===== src/itoa_pkg.sv =====
// Package for the integer to ASCII radix converter.
// Holds field widths, character codes, radix limits and the digit encoder.
// No dependencies.
package itoa_pkg;

    localparam int RADIX_W = 6;
    localparam int CHAR_W  = 7;
    localparam int DIGIT_W = 6;

    localparam logic [RADIX_W-1:0] RADIX_MIN = 6'd2;
    localparam logic [RADIX_W-1:0] RADIX_MAX = 6'd36;
    localparam logic [RADIX_W-1:0] RADIX_DEC = 6'd10;

    localparam logic [DIGIT_W-1:0] DIGIT_MAX_DEC = 6'd9;
    localparam logic [DIGIT_W-1:0] DIGIT_TEN     = 6'd10;

    localparam logic [CHAR_W-1:0] CHAR_ZERO  = 7'h30;
    localparam logic [CHAR_W-1:0] CHAR_A     = 7'h41;
    localparam logic [CHAR_W-1:0] CHAR_MINUS = 7'h2D;

    // Map a digit value 0..35 to '0'-'9' or 'A'-'Z'.
    function automatic logic [CHAR_W-1:0] digit_char(input logic [DIGIT_W-1:0] d);
        logic [CHAR_W-1:0] c;
        if (d > DIGIT_MAX_DEC) begin
            c = CHAR_A + {1'b0, d - DIGIT_TEN};
        end else begin
            c = CHAR_ZERO + {1'b0, d};
        end
        return c;
    endfunction

endpackage


===== src/itoa_in_if.sv =====
// Input channel of the integer to ASCII converter: value and radix.
// Depends on itoa_pkg for the radix width.
interface itoa_in_if #(
    parameter int VALUE_WIDTH = 32
);
    logic                              valid;
    logic                              ready;
    logic signed [VALUE_WIDTH-1:0]     value;
    logic [itoa_pkg::RADIX_W-1:0]      radix;

    modport source (output valid, value, radix, input ready);
    modport sink   (input valid, value, radix, output ready);
endinterface


===== src/itoa_out_if.sv =====
// Output channel of the integer to ASCII converter: one character per word.
// Depends on itoa_pkg for the character width.
interface itoa_out_if;
    logic                          valid;
    logic                          ready;
    logic [itoa_pkg::CHAR_W-1:0]   character;
    logic                          last;

    modport source (output valid, character, last, input ready);
    modport sink   (input valid, character, last, output ready);
endinterface


===== src/integer_to_ascii_radix.sv =====
// Integer to ASCII radix converter: takes a two's complement value and a radix
// (saturated to 2..36) and returns its digits as ASCII, most significant first,
// one character per output word, with last set on the final character. Zero gives
// a single '0'; in radix 10 a negative value is written as '-' and its magnitude,
// elsewhere the bits are read as unsigned. One value is converted at a time and the
// input is not ready until its final character has been taken. A single restoring
// divide step (one compare and subtract of a 7-bit partial remainder against the
// radix) is reused for every quotient bit, so each digit takes a full VALUE_WIDTH-bit
// division; digits land in a small stack memory and are read back in reverse, each
// character by a registered read and then presentation, held while output stalls.
// Depends on itoa_pkg, itoa_in_if and itoa_out_if.
module integer_to_ascii_radix #(
    parameter int VALUE_WIDTH = 32
) (
    input  logic         i_clk,
    input  logic         i_rst_n,
    itoa_in_if.sink      i_in,
    itoa_out_if.source   o_out
);

    localparam int AW    = $clog2(VALUE_WIDTH);
    localparam int CNT_W = $clog2(VALUE_WIDTH + 1);
    localparam logic [AW-1:0] LAST_BIT = AW'(VALUE_WIDTH - 1);

    typedef enum logic [2:0] {
        S_IDLE,
        S_DIV,
        S_SIGN,
        S_FETCH,
        S_SHOW
    } t_state;

    t_state                          r_state, n_state;
    logic [VALUE_WIDTH-1:0]          r_quo, n_quo;
    logic [itoa_pkg::DIGIT_W-1:0]    r_rem, n_rem;
    logic [itoa_pkg::RADIX_W-1:0]    r_radix, n_radix;
    logic                            r_neg, n_neg;
    logic [AW-1:0]                   r_bit, n_bit;
    logic [CNT_W-1:0]                r_cnt, n_cnt;
    logic [AW-1:0]                   r_ptr, n_ptr;
    logic                            r_out_valid, n_out_valid;
    logic                            r_out_last, n_out_last;

    // Digit stack, written bottom up, read top down.
    logic [itoa_pkg::CHAR_W-1:0]     r_mem [VALUE_WIDTH];
    logic [itoa_pkg::CHAR_W-1:0]     r_rd_data;
    logic                            wr_en;
    logic [itoa_pkg::CHAR_W-1:0]     wr_data;
    logic                            rd_en;

    // Shared divide step.
    logic [itoa_pkg::DIGIT_W:0]      step_t;
    logic                            step_ge;
    logic [itoa_pkg::DIGIT_W:0]      step_diff;
    logic [itoa_pkg::DIGIT_W-1:0]    step_rem;
    logic [VALUE_WIDTH-1:0]          step_quo;

    // Input decode.
    logic [itoa_pkg::RADIX_W-1:0]    in_radix;
    logic [VALUE_WIDTH-1:0]          in_bits;
    logic                            in_neg;

    assign step_t    = {r_rem, r_quo[VALUE_WIDTH-1]};
    assign step_ge   = step_t >= {1'b0, r_radix};
    assign step_diff = step_t - {1'b0, r_radix};
    assign step_rem  = step_ge ? step_diff[itoa_pkg::DIGIT_W-1:0]
                               : step_t[itoa_pkg::DIGIT_W-1:0];
    assign step_quo  = {r_quo[VALUE_WIDTH-2:0], step_ge};

    always_comb begin
        if (i_in.radix < itoa_pkg::RADIX_MIN) begin
            in_radix = itoa_pkg::RADIX_MIN;
        end else if (i_in.radix > itoa_pkg::RADIX_MAX) begin
            in_radix = itoa_pkg::RADIX_MAX;
        end else begin
            in_radix = i_in.radix;
        end
    end

    assign in_bits = i_in.value;
    assign in_neg  = (in_radix == itoa_pkg::RADIX_DEC) && in_bits[VALUE_WIDTH-1];

    assign i_in.ready      = (r_state == S_IDLE);
    assign o_out.valid     = r_out_valid;
    assign o_out.character = r_rd_data;
    assign o_out.last      = r_out_last;

    always_comb begin
        n_state     = r_state;
        n_quo       = r_quo;
        n_rem       = r_rem;
        n_radix     = r_radix;
        n_neg       = r_neg;
        n_bit       = r_bit;
        n_cnt       = r_cnt;
        n_ptr       = r_ptr;
        n_out_valid = r_out_valid;
        n_out_last  = r_out_last;
        wr_en       = 1'b0;
        wr_data     = itoa_pkg::digit_char(step_rem);
        rd_en       = 1'b0;

        unique case (r_state)
            S_IDLE: begin
                if (i_in.valid) begin
                    // Take the magnitude up front; the most negative value maps onto itself.
                    n_quo   = in_neg ? (~in_bits + VALUE_WIDTH'(1)) : in_bits;
                    n_rem   = '0;
                    n_radix = in_radix;
                    n_neg   = in_neg;
                    n_bit   = LAST_BIT;
                    n_cnt   = '0;
                    n_state = S_DIV;
                end
            end
            S_DIV: begin
                n_quo = step_quo;
                n_rem = step_rem;
                n_bit = r_bit - AW'(1);
                if (r_bit == '0) begin
                    // Digit done: push it and restart on the quotient unless it ran out.
                    wr_en = 1'b1;
                    n_cnt = r_cnt + CNT_W'(1);
                    n_rem = '0;
                    n_bit = LAST_BIT;
                    if (step_quo == '0) begin
                        n_ptr   = r_cnt[AW-1:0];
                        n_state = r_neg ? S_SIGN : S_FETCH;
                    end
                end
            end
            S_SIGN: begin
                wr_en   = 1'b1;
                wr_data = itoa_pkg::CHAR_MINUS;
                n_ptr   = r_cnt[AW-1:0];
                n_state = S_FETCH;
            end
            S_FETCH: begin
                rd_en       = 1'b1;
                n_out_valid = 1'b1;
                n_out_last  = (r_ptr == '0);
                n_state     = S_SHOW;
            end
            S_SHOW: begin
                if (o_out.ready) begin
                    n_out_valid = 1'b0;
                    if (r_out_last) begin
                        n_state = S_IDLE;
                    end else begin
                        n_ptr   = r_ptr - AW'(1);
                        n_state = S_FETCH;
                    end
                end
            end
            default: begin
                n_state = S_IDLE;
            end
        endcase
    end

    always_ff @(posedge i_clk) begin
        if (!i_rst_n) begin
            r_state     <= S_IDLE;
            r_out_valid <= 1'b0;
            r_out_last  <= 1'b0;
            r_cnt       <= '0;
            r_ptr       <= '0;
            r_bit       <= '0;
            r_neg       <= 1'b0;
        end else begin
            r_state     <= n_state;
            r_out_valid <= n_out_valid;
            r_out_last  <= n_out_last;
            r_cnt       <= n_cnt;
            r_ptr       <= n_ptr;
            r_bit       <= n_bit;
            r_neg       <= n_neg;
        end
        r_quo   <= n_quo;
        r_rem   <= n_rem;
        r_radix <= n_radix;
    end

    // Stack memory: one write port at the fill count, one registered read port.
    always_ff @(posedge i_clk) begin
        if (wr_en) begin
            r_mem[r_cnt[AW-1:0]] <= wr_data;
        end
        if (rd_en) begin
            r_rd_data <= r_mem[r_ptr];
        end
    end

endmodule


===== src/flat_wrapper.sv =====
// flat-port wrapper written by rule: the top's interface ports become plain ports
module integer_to_ascii_radix_flat 
#(
    parameter int VALUE_WIDTH = 32
)
  (i_clk, i_rst_n, i_in_valid, i_in_value, i_in_radix, i_in_ready, o_out_valid, o_out_character, o_out_last, o_out_ready);
  itoa_in_if #(.VALUE_WIDTH(VALUE_WIDTH)) i_in_i ();
  itoa_out_if o_out_i ();
  input  logic i_clk;
  input  logic i_rst_n;
  input wire logic [$bits(i_in_i.valid)-1:0] i_in_valid;
  input wire logic [$bits(i_in_i.value)-1:0] i_in_value;
  input wire logic [$bits(i_in_i.radix)-1:0] i_in_radix;
  output wire logic [$bits(i_in_i.ready)-1:0] i_in_ready;
  output wire logic [$bits(o_out_i.valid)-1:0] o_out_valid;
  output wire logic [$bits(o_out_i.character)-1:0] o_out_character;
  output wire logic [$bits(o_out_i.last)-1:0] o_out_last;
  input wire logic [$bits(o_out_i.ready)-1:0] o_out_ready;
  assign i_in_i.valid = i_in_valid;
  assign i_in_i.value = i_in_value;
  assign i_in_i.radix = i_in_radix;
  assign i_in_ready = i_in_i.ready;
  assign o_out_valid = o_out_i.valid;
  assign o_out_character = o_out_i.character;
  assign o_out_last = o_out_i.last;
  assign o_out_i.ready = o_out_ready;
  integer_to_ascii_radix #(.VALUE_WIDTH(VALUE_WIDTH)) u_core (.i_clk(i_clk), .i_rst_n(i_rst_n), .i_in(i_in_i), .o_out(o_out_i));
endmodule

===== config.mk =====
export PLATFORM = sky130hd
export DESIGN_NAME = integer_to_ascii_radix_flat
export DESIGN_NICKNAME = d
export VERILOG_FILES = /design/src/itoa_pkg.sv /design/src/itoa_in_if.sv /design/src/itoa_out_if.sv /design/src/integer_to_ascii_radix.sv /design/src/flat_wrapper.sv
export SDC_FILE = /design/constraint.sdc
export NUM_CORES = 1
export LEC_CHECK = 0
export BUFFER_PORTS_ARGS = -buffer_cell sky130_fd_sc_hd__clkbuf_2
export CAP_MARGIN = 20
export CORE_UTILIZATION = 45
export DETAILED_ROUTE_END_ITERATION = 8
export HOLD_SLACK_MARGIN = 0.03
export PLACE_DENSITY = 0.67
export SYNTH_ARGS = -nofsm -noshare
export SYNTH_HDL_FRONTEND = slang
export SYNTH_SLANG_ARGS = --single-unit

===== constraint.sdc =====
create_clock -name i_clk -period 6.65 [get_ports i_clk]
set_input_delay 0.3325 -clock i_clk [delete_from_list [all_inputs] [get_ports i_clk]]
set_output_delay 0.3325 -clock i_clk [all_outputs]
set_load 0.005 [all_outputs]

# == After elaboration in Yosys (flattened, before gate mapping) ==
# Memory sizes are Yosys's and may differ from the RTL's. A register that Yosys moved wholly into a read port is not among the register bits.
# Index checks and enable logic that the tools add are counted.
# word_totals
reg_bits,66
mem_bits_rw,224
in_bits,42
out_inout_bits,10
word_cells,83
memories,1
# classes
n_addsub,8
n_lt_le_gt_ge,4
n_eq_ne,10
mux,35
bitwise_logic,1
reduce_logical,14
# mem_list
memory,words,width,read_ports,rd_clocked_by_memory_dff,wr,line,rtl
u_core.r_mem,32,7,1,1,1,integer_to_ascii_radix.sv:45,logic [itoa_pkg::CHAR_W-1:0] r_mem [VALUE_WIDTH];
# ops
operator,n
2-to-1 mux 32 bit,2
case mux 32 bit (2 select lines),1
2-to-1 mux 6 bit,6
"adder 32 x 1 -> 32 bit, second input constant",1
logical NOT 32 bit,1
NOT 32 bit,1
2-to-1 mux 5 bit,6
case mux 6 bit (2 select lines),2
case mux 3 bit (5 select lines),1
case mux 5 bit (3 select lines),1
2-to-1 mux 7 bit,2
2-to-1 mux 3 bit,4
logical NOT 5 bit,2
case mux 5 bit (2 select lines),1
"subtractor 5 x 1 -> 5 bit, second input constant",2
"adder 6 x 6 -> 7 bit, first input constant",1
"adder 7 x 6 -> 7 bit, first input constant",1
greater-or-equal comparator 7 x 6 -> 1 bit,1
"adder 6 x 1 -> 6 bit, second input constant",1
"== test 3 x 2 -> 1 bit, second input constant",2
"== test 6 x 4 -> 1 bit, second input constant",1
"> comparator 6 x 4 -> 1 bit, second input constant",1
"> comparator 6 bit, second input constant",1
"< comparator 6 x 2 -> 1 bit, second input constant",1
17 further kinds,29

# == Logic depth before layout (Yosys ltp) ==
# logic_depth
word_depth,8
mapped_depth,16
ltp_nobuf,15

# == Least setup slack after synthesis ==
# OpenSTA, ideal clock, no wires.
# synth_timing
path_kind,register -> register
startpoint,reg u_core.r_rem[1] in the netlist's numbering
endpoint,"mem u_core.r_mem[0][6] in the netlist's numbering, data pin"
setup_time_ns,0.467
t_arrival_ns,4.124
t_required_ns,6.183
slack_ns,2.059
stages_incl_launch_ff,12
n_path_buf,1
synth_period_minus_slack_ns,4.591
cell_sequence,edfxtp_1 > ha_1 > nand2_1 > o21ai_0 > a21o_1 > buf_6 > mux2i_1 > ha_1 > inv_1 > o31ai_1 > nand2_1 > a211oi_1
# synth_between
elab_chain_cells,6
word_cells_on_any_way,9
classes_between,add/sub (4); order compare (2); mux (3)
# synth_lines
item,line,rtl
"start, declared",integer_to_ascii_radix.sv:35,"logic [itoa_pkg::DIGIT_W-1:0] r_rem, n_rem;"
"start signal, assigned",integer_to_ascii_radix.sv:180,r_rem <= n_rem;
subtractor 6 bit / greater-or-equal comparator 7 x 6 -> 1 bit (equally long branches),"integer_to_ascii_radix.sv:65, integer_to_ascii_radix.sv:64",
2-to-1 mux 6 bit *,integer_to_ascii_radix.sv:66,assign step_rem = step_ge ? step_diff[itoa_pkg::DIGIT_W-1:0]
subtractor 6 x 4 -> 6 bit,itoa_pkg.sv:25,"c = CHAR_A + {1'b0, d - DIGIT_TEN};"
adder 7 x 6 -> 7 bit,itoa_pkg.sv:25,
2-to-1 mux 7 bit *,itoa_pkg.sv:24,if (d > DIGIT_MAX_DEC) begin
2-to-1 mux 7 bit *,integer_to_ascii_radix.sv:103,unique case (r_state)
via u_core.wr_data (one bit),integer_to_ascii_radix.sv:48,logic [itoa_pkg::CHAR_W-1:0] wr_data;
"end, declared",integer_to_ascii_radix.sv:45,
# The timed path passes the listed nets; every way through them passes the cells marked *.

# == Worst setup path after layout ==
# layout_timing
startpoint,reg u_core.r_rem[1] in the netlist's numbering
endpoint,"mem u_core.r_mem[21][1] in the netlist's numbering, data pin"
# layout_between
elab_chain_cells,6
word_cells_on_any_way,9
classes_between,add/sub (4); order compare (2); mux (3)
# layout_lines
item,line,rtl
greater-or-equal comparator 7 x 6 -> 1 bit,integer_to_ascii_radix.sv:64,"assign step_ge = step_t >= {1'b0, r_radix};"
2-to-1 mux 6 bit *,integer_to_ascii_radix.sv:66,
subtractor 6 x 4 -> 6 bit,itoa_pkg.sv:25,
adder 7 x 6 -> 7 bit,itoa_pkg.sv:25,
2-to-1 mux 7 bit *,itoa_pkg.sv:24,
2-to-1 mux 7 bit *,integer_to_ascii_radix.sv:103,
via u_core.wr_data (one bit),integer_to_ascii_radix.sv:48,
# Marks and branches as above.

==> summary.md <==
| Metric | Value |
|---|---|
| Int Power | `4.66 mW` |
| Post-Synthesis Cells | `879` |
| Sw Pwr | `2.16 mW` |
| PwrDens | `457 nW/um^2` |
| Synth unique cells | `62` |
| P_leak | `4.82 nW` |
| Max VDD drop | `0.451 mV` |
| Buffers & Inverters on Critical Path | `1` |
| Finished Layout Cells | `1,338` |
| Sequential power share | `46.5%` |
| IO Port Bufs | `51` |
| Core area | `28,800 um^2` |
| Overall routing resource usage | `18.1%` |
| Metal2 WL | `13.3 mm` |
| Mapped Area | `13,200 um^2` |
| Avg WL per Cell | `19.9 um` |
| Post-synth EDFFs | `275` |
| Tcrit/Tclk final | `69.6%` |
| Syn_area_per_cell | `15.1 um^2` |
| Final min period | `4.63 ns` |
| Ys Warns | `0` |
| Longest Clk Path Bufs | `3` |
| Via density | `5.58` |
| Main synth FF type | `edfxtp_1` |
| Multi-input logic area | `4350 um^2` |
| Ports | `52` |
| WS Path Type | `register to register` |
| Worst Setup Start Kind | `register` |
| Status | `complete, no violations` |
| Post-route DRC violation count | `0` |
| Post-Synthesis Net Count | `939` |
| Switching power share of the total | `31.7%` |
| Clock Power Share | `24.0%` |
| Nets | `992` |
| CP max-delay cell | `a211oi_4` |
| Root Buffer | `clkbuf_16` |
| First-pass iteration count of the detailed router | `5` |
| CTS tree | `done` |
| Fmax | `0.216 GHz` |
| Cts bufs inserted | `29` |
| Htree depth | `1` |
| Largest net degree at the start of global routing | `63` |
| Final Max Slew Viols | `0` |
| Max-cap check violation count | `0` |
| Cell family with most CP delay | `compound AO/OA/AOI/OAI gates` |
| Sequential element share of the synthesized area | `65.6%` |
| Setup TNS | `0 ns` |
| Die W | `173 um` |
| Clk sinks | `296` |
| Max_slew headroom | `24.6%` |
| Clk pin slew, worst setup/hold paths | `0.06 ns` |
| Critical path endpoint category | `register` |
| Fraction of layout cells with a size suffix above 1 | `21.8%` |
| CP required | `6.82 ns` |
| Die Height | `173 um` |
| Filler cell count | `2,367` |
| Metal-1 WL | `11.5 mm` |
| Max stage delay on crit path | `0.99 ns` |
| DR WL met3 | `1.31 mm` |
| Vias post-DR | `7,471` |
| Vias in the first global route | `7,532` |
| Placed insts | `1,282` |
| Hold-fix buffers, CTS | `0` |
| DP Wirelength | `17.7 mm` |
| Iter 0 DRT Violations | `599` |
| Worst Max-Slew Pin Slew | `1.13 ns` |
| Tightest Hold Check Type | `input port to register` |
| P&R area growth vs syn | `12.9%` |
| Min-delay src | `i_in_radix[5]` |
| Gate power share | `29.5%` |
| #FFs+latches synth | `296` |
| Crit-path cells | `ha_1, nand2_1, o21ai_0, a21o_1, mux2i_1, ha_1, inv_1, o31ai_1, nand2_1, a211oi_4` |
| Detailed Route WL | `26.7 mm` |
| Die area | `30,100 um^2` |
| Resized Gates After CTS | `0` |
| RSZ-0062 raised after global routing | `false` |
| Critical path fanouts, max | `32` |
| Final Hold Fails | `0` |
| Antenna violations before repair | `0` |
| CP startpoint | `u_core.r_rem[1]` |
| DR top layer | `met4` |
| Clock skew | `0.00841 ns` |
| Post-synth ARST share | `0%` |
| Grt ovf | `0` |
| Initial Util | `46.0%` |
| Site Rows | `62` |
| GPL Wtd Cong | `0.816` |
| Post-CTS Setup Repair Bufs | `0` |
| Sequential Area | `8680 um^2` |
| Crit path arrival time | `4.80 ns` |
| N_diodes | `0` |
| Clk Latency, worst-skew pair | `0.53 ns` |
| Detail Route Antenna Nets | `0` |
| Reg-to-reg startpoint | `u_core.r_rem[1]` |
| Setup violations, final | `0` |
| First-pass GRT wire length | `42.1 mm` |
==> Yosys cell counts, drive strengths merged, types with 2 or more instances <==
master / count / area [um^2]
a211o: 2 / 17.5
a211oi: 6 / 45.0
a21o: 6 / 45.0
a21oi: 35 / 179
a311oi: 3 / 26.3
a31oi: 5 / 31.3
and2: 5 / 31.3
and3: 2 / 12.5
buf: 10 / 51.3
clkbuf: 30 / 113
dfxtp: 21 / 420
edfxtp: 275 / 8260
ha: 17 / 213
inv: 24 / 90.1
mux2: 8 / 93.8
mux2i: 9 / 90.1
mux4: 70 / 1580
nand2: 65 / 244
nand2b: 16 / 100
nand3: 7 / 35.0
nand3b: 5 / 37.5
nand4: 5 / 31.3
nor2: 93 / 349
nor2b: 4 / 25.0
nor3: 13 / 70.1
nor4: 14 / 87.6
o211ai: 2 / 15.0
o21a: 2 / 15.0
o21ai: 50 / 250
o31a: 2 / 18.8
o31ai: 6 / 58.8
o41ai: 2 / 25.0
or2: 4 / 25.0
or3: 7 / 53.8
or3b: 4 / 35.0
or4: 2 / 18.8
xnor2: 18 / 158
xor2: 18 / 158
==> power by group through the flow <==
stage	Clock [mW]	Sequential, mW	Combinational, mW
after CTS	1.66	3.18	1.97
after global routing	1.73	3.19	2.22
after global placement	0	3.22	1.86
after detailed placement	0	3.22	1.96
final	1.64	3.17	2.01
after floorplan	0	3.22	1.20
==> layer usage <==
layer,vias up,global-route usage (%)
met1,3730,24.3
li1,3507,-
met5,-,0
met4,0,5.27
met2,192,30.9
met3,42,2.52
==> cell families after synthesis <==
logic type	Yosys count	synth area share (%)
AO/OA/AOI/OAI	127	6.02
XOR/XNOR	36	2.38
adder cells (fa/ha/maj)	18	1.76
buffers and inverters	65	1.95
flip-flops	296	65.6
multiplexers	87	13.3
AND/OR/NAND/NOR	250	9.02
==> worst reg2reg max path: cells and delay by family, from the launching register on <==
kind | cells | cell delay (ns)
AOI/OAI and AO/OA | 4 | 2.13
adders and majority gates | 2 | 0.74
muxes | 1 | 0.49
DFF | 1 | 0.47
and+or+nand+nor | 2 | 0.33
buffers and inverters | 1 | 0.10
==> flip-flops by register name, summed over array words and instances (netlist names) <==
name	count
u_core.r_mem	224
u_core.r_quo	32
u_core.r_rem	6
u_core.o_out.last	1
u_core.r_bit	5
u_core.o_out.valid	1
u_core.r_radix	6
u_core.r_neg	1
u_core.r_cnt	5
u_core.o_out.character	7
u_core.r_ptr	5
u_core.r_state	3
==> placed cells by master (no fill, tap or decap), types with 5 or more instances in the layout <==
cell type | netlist | layout
edfxtp_1 | 275 | 275
nor2_1 | 93 | 92
mux4_2 | 70 | 70
nand2_1 | 65 | 65
clkbuf_2 | 0 | 51
o21ai_0 | 45 | 43
a21oi_1 | 34 | 34
clkbuf_16 | 0 | 29
inv_1 | 24 | 24
dfxtp_1 | 21 | 19
xnor2_1 | 18 | 18
xor2_1 | 18 | 18
ha_1 | 17 | 17
nand2b_1 | 16 | 16
nor4_1 | 14 | 14
nor3_1 | 12 | 11
mux2i_1 | 9 | 8
clkbuf_1 | 30 | 8
mux2_2 | 7 | 7
nand3_1 | 7 | 7
buf_4 | 0 | 7
a21o_1 | 6 | 6
nand3b_1 | 5 | 5
and2_1 | 5 | 5
or3_1 | 5 | 5
o31ai_1 | 5 | 5
nand4_1 | 5 | 5
a31oi_1 | 5 | 5
o21ai_1 | 5 | 5
clkbuf_8 | 0 | 5
==> worst paths after layout <==
check                         to  slack (ns)  cells after the start
max          u_core.r_mem[21][1]        2.02                     10
min            u_core.r_radix[5]        0.13                      1
max reg2reg  u_core.r_mem[21][1]        2.02                     10
min reg2reg         u_core.r_neg        0.46                      2
==> final cells by class <==
class                           count  share of cell area (%)
Clock buffer                       42                    5.52
Clock inverter                     11                   0.905
Sequential cell                   296                    58.1
Tap cell                          384                    3.22
Timing Repair Buffer               62                    2.50
Inverter                           25                   0.628
Multi-Input combinational cell    518                    29.1
==> stage by stage <==
stage	setup WS, ns	area, um^2	hold slack, ns	util (%)	power, mW
6_report	2.02	14900	0.126	51.9	6.82
3_3_place_gp	2.12	13900	0.447	48.3	5.08
4_1_cts	1.95	14900	0.0965	51.7	6.81
2_1_floorplan	2.06	13200	0.436	-	4.42
5_1_grt	1.62	14900	0.118	51.9	7.14
3_5_place_dp	1.98	13900	0.451	48.4	5.18
Power figures use the tool's default switching activity.
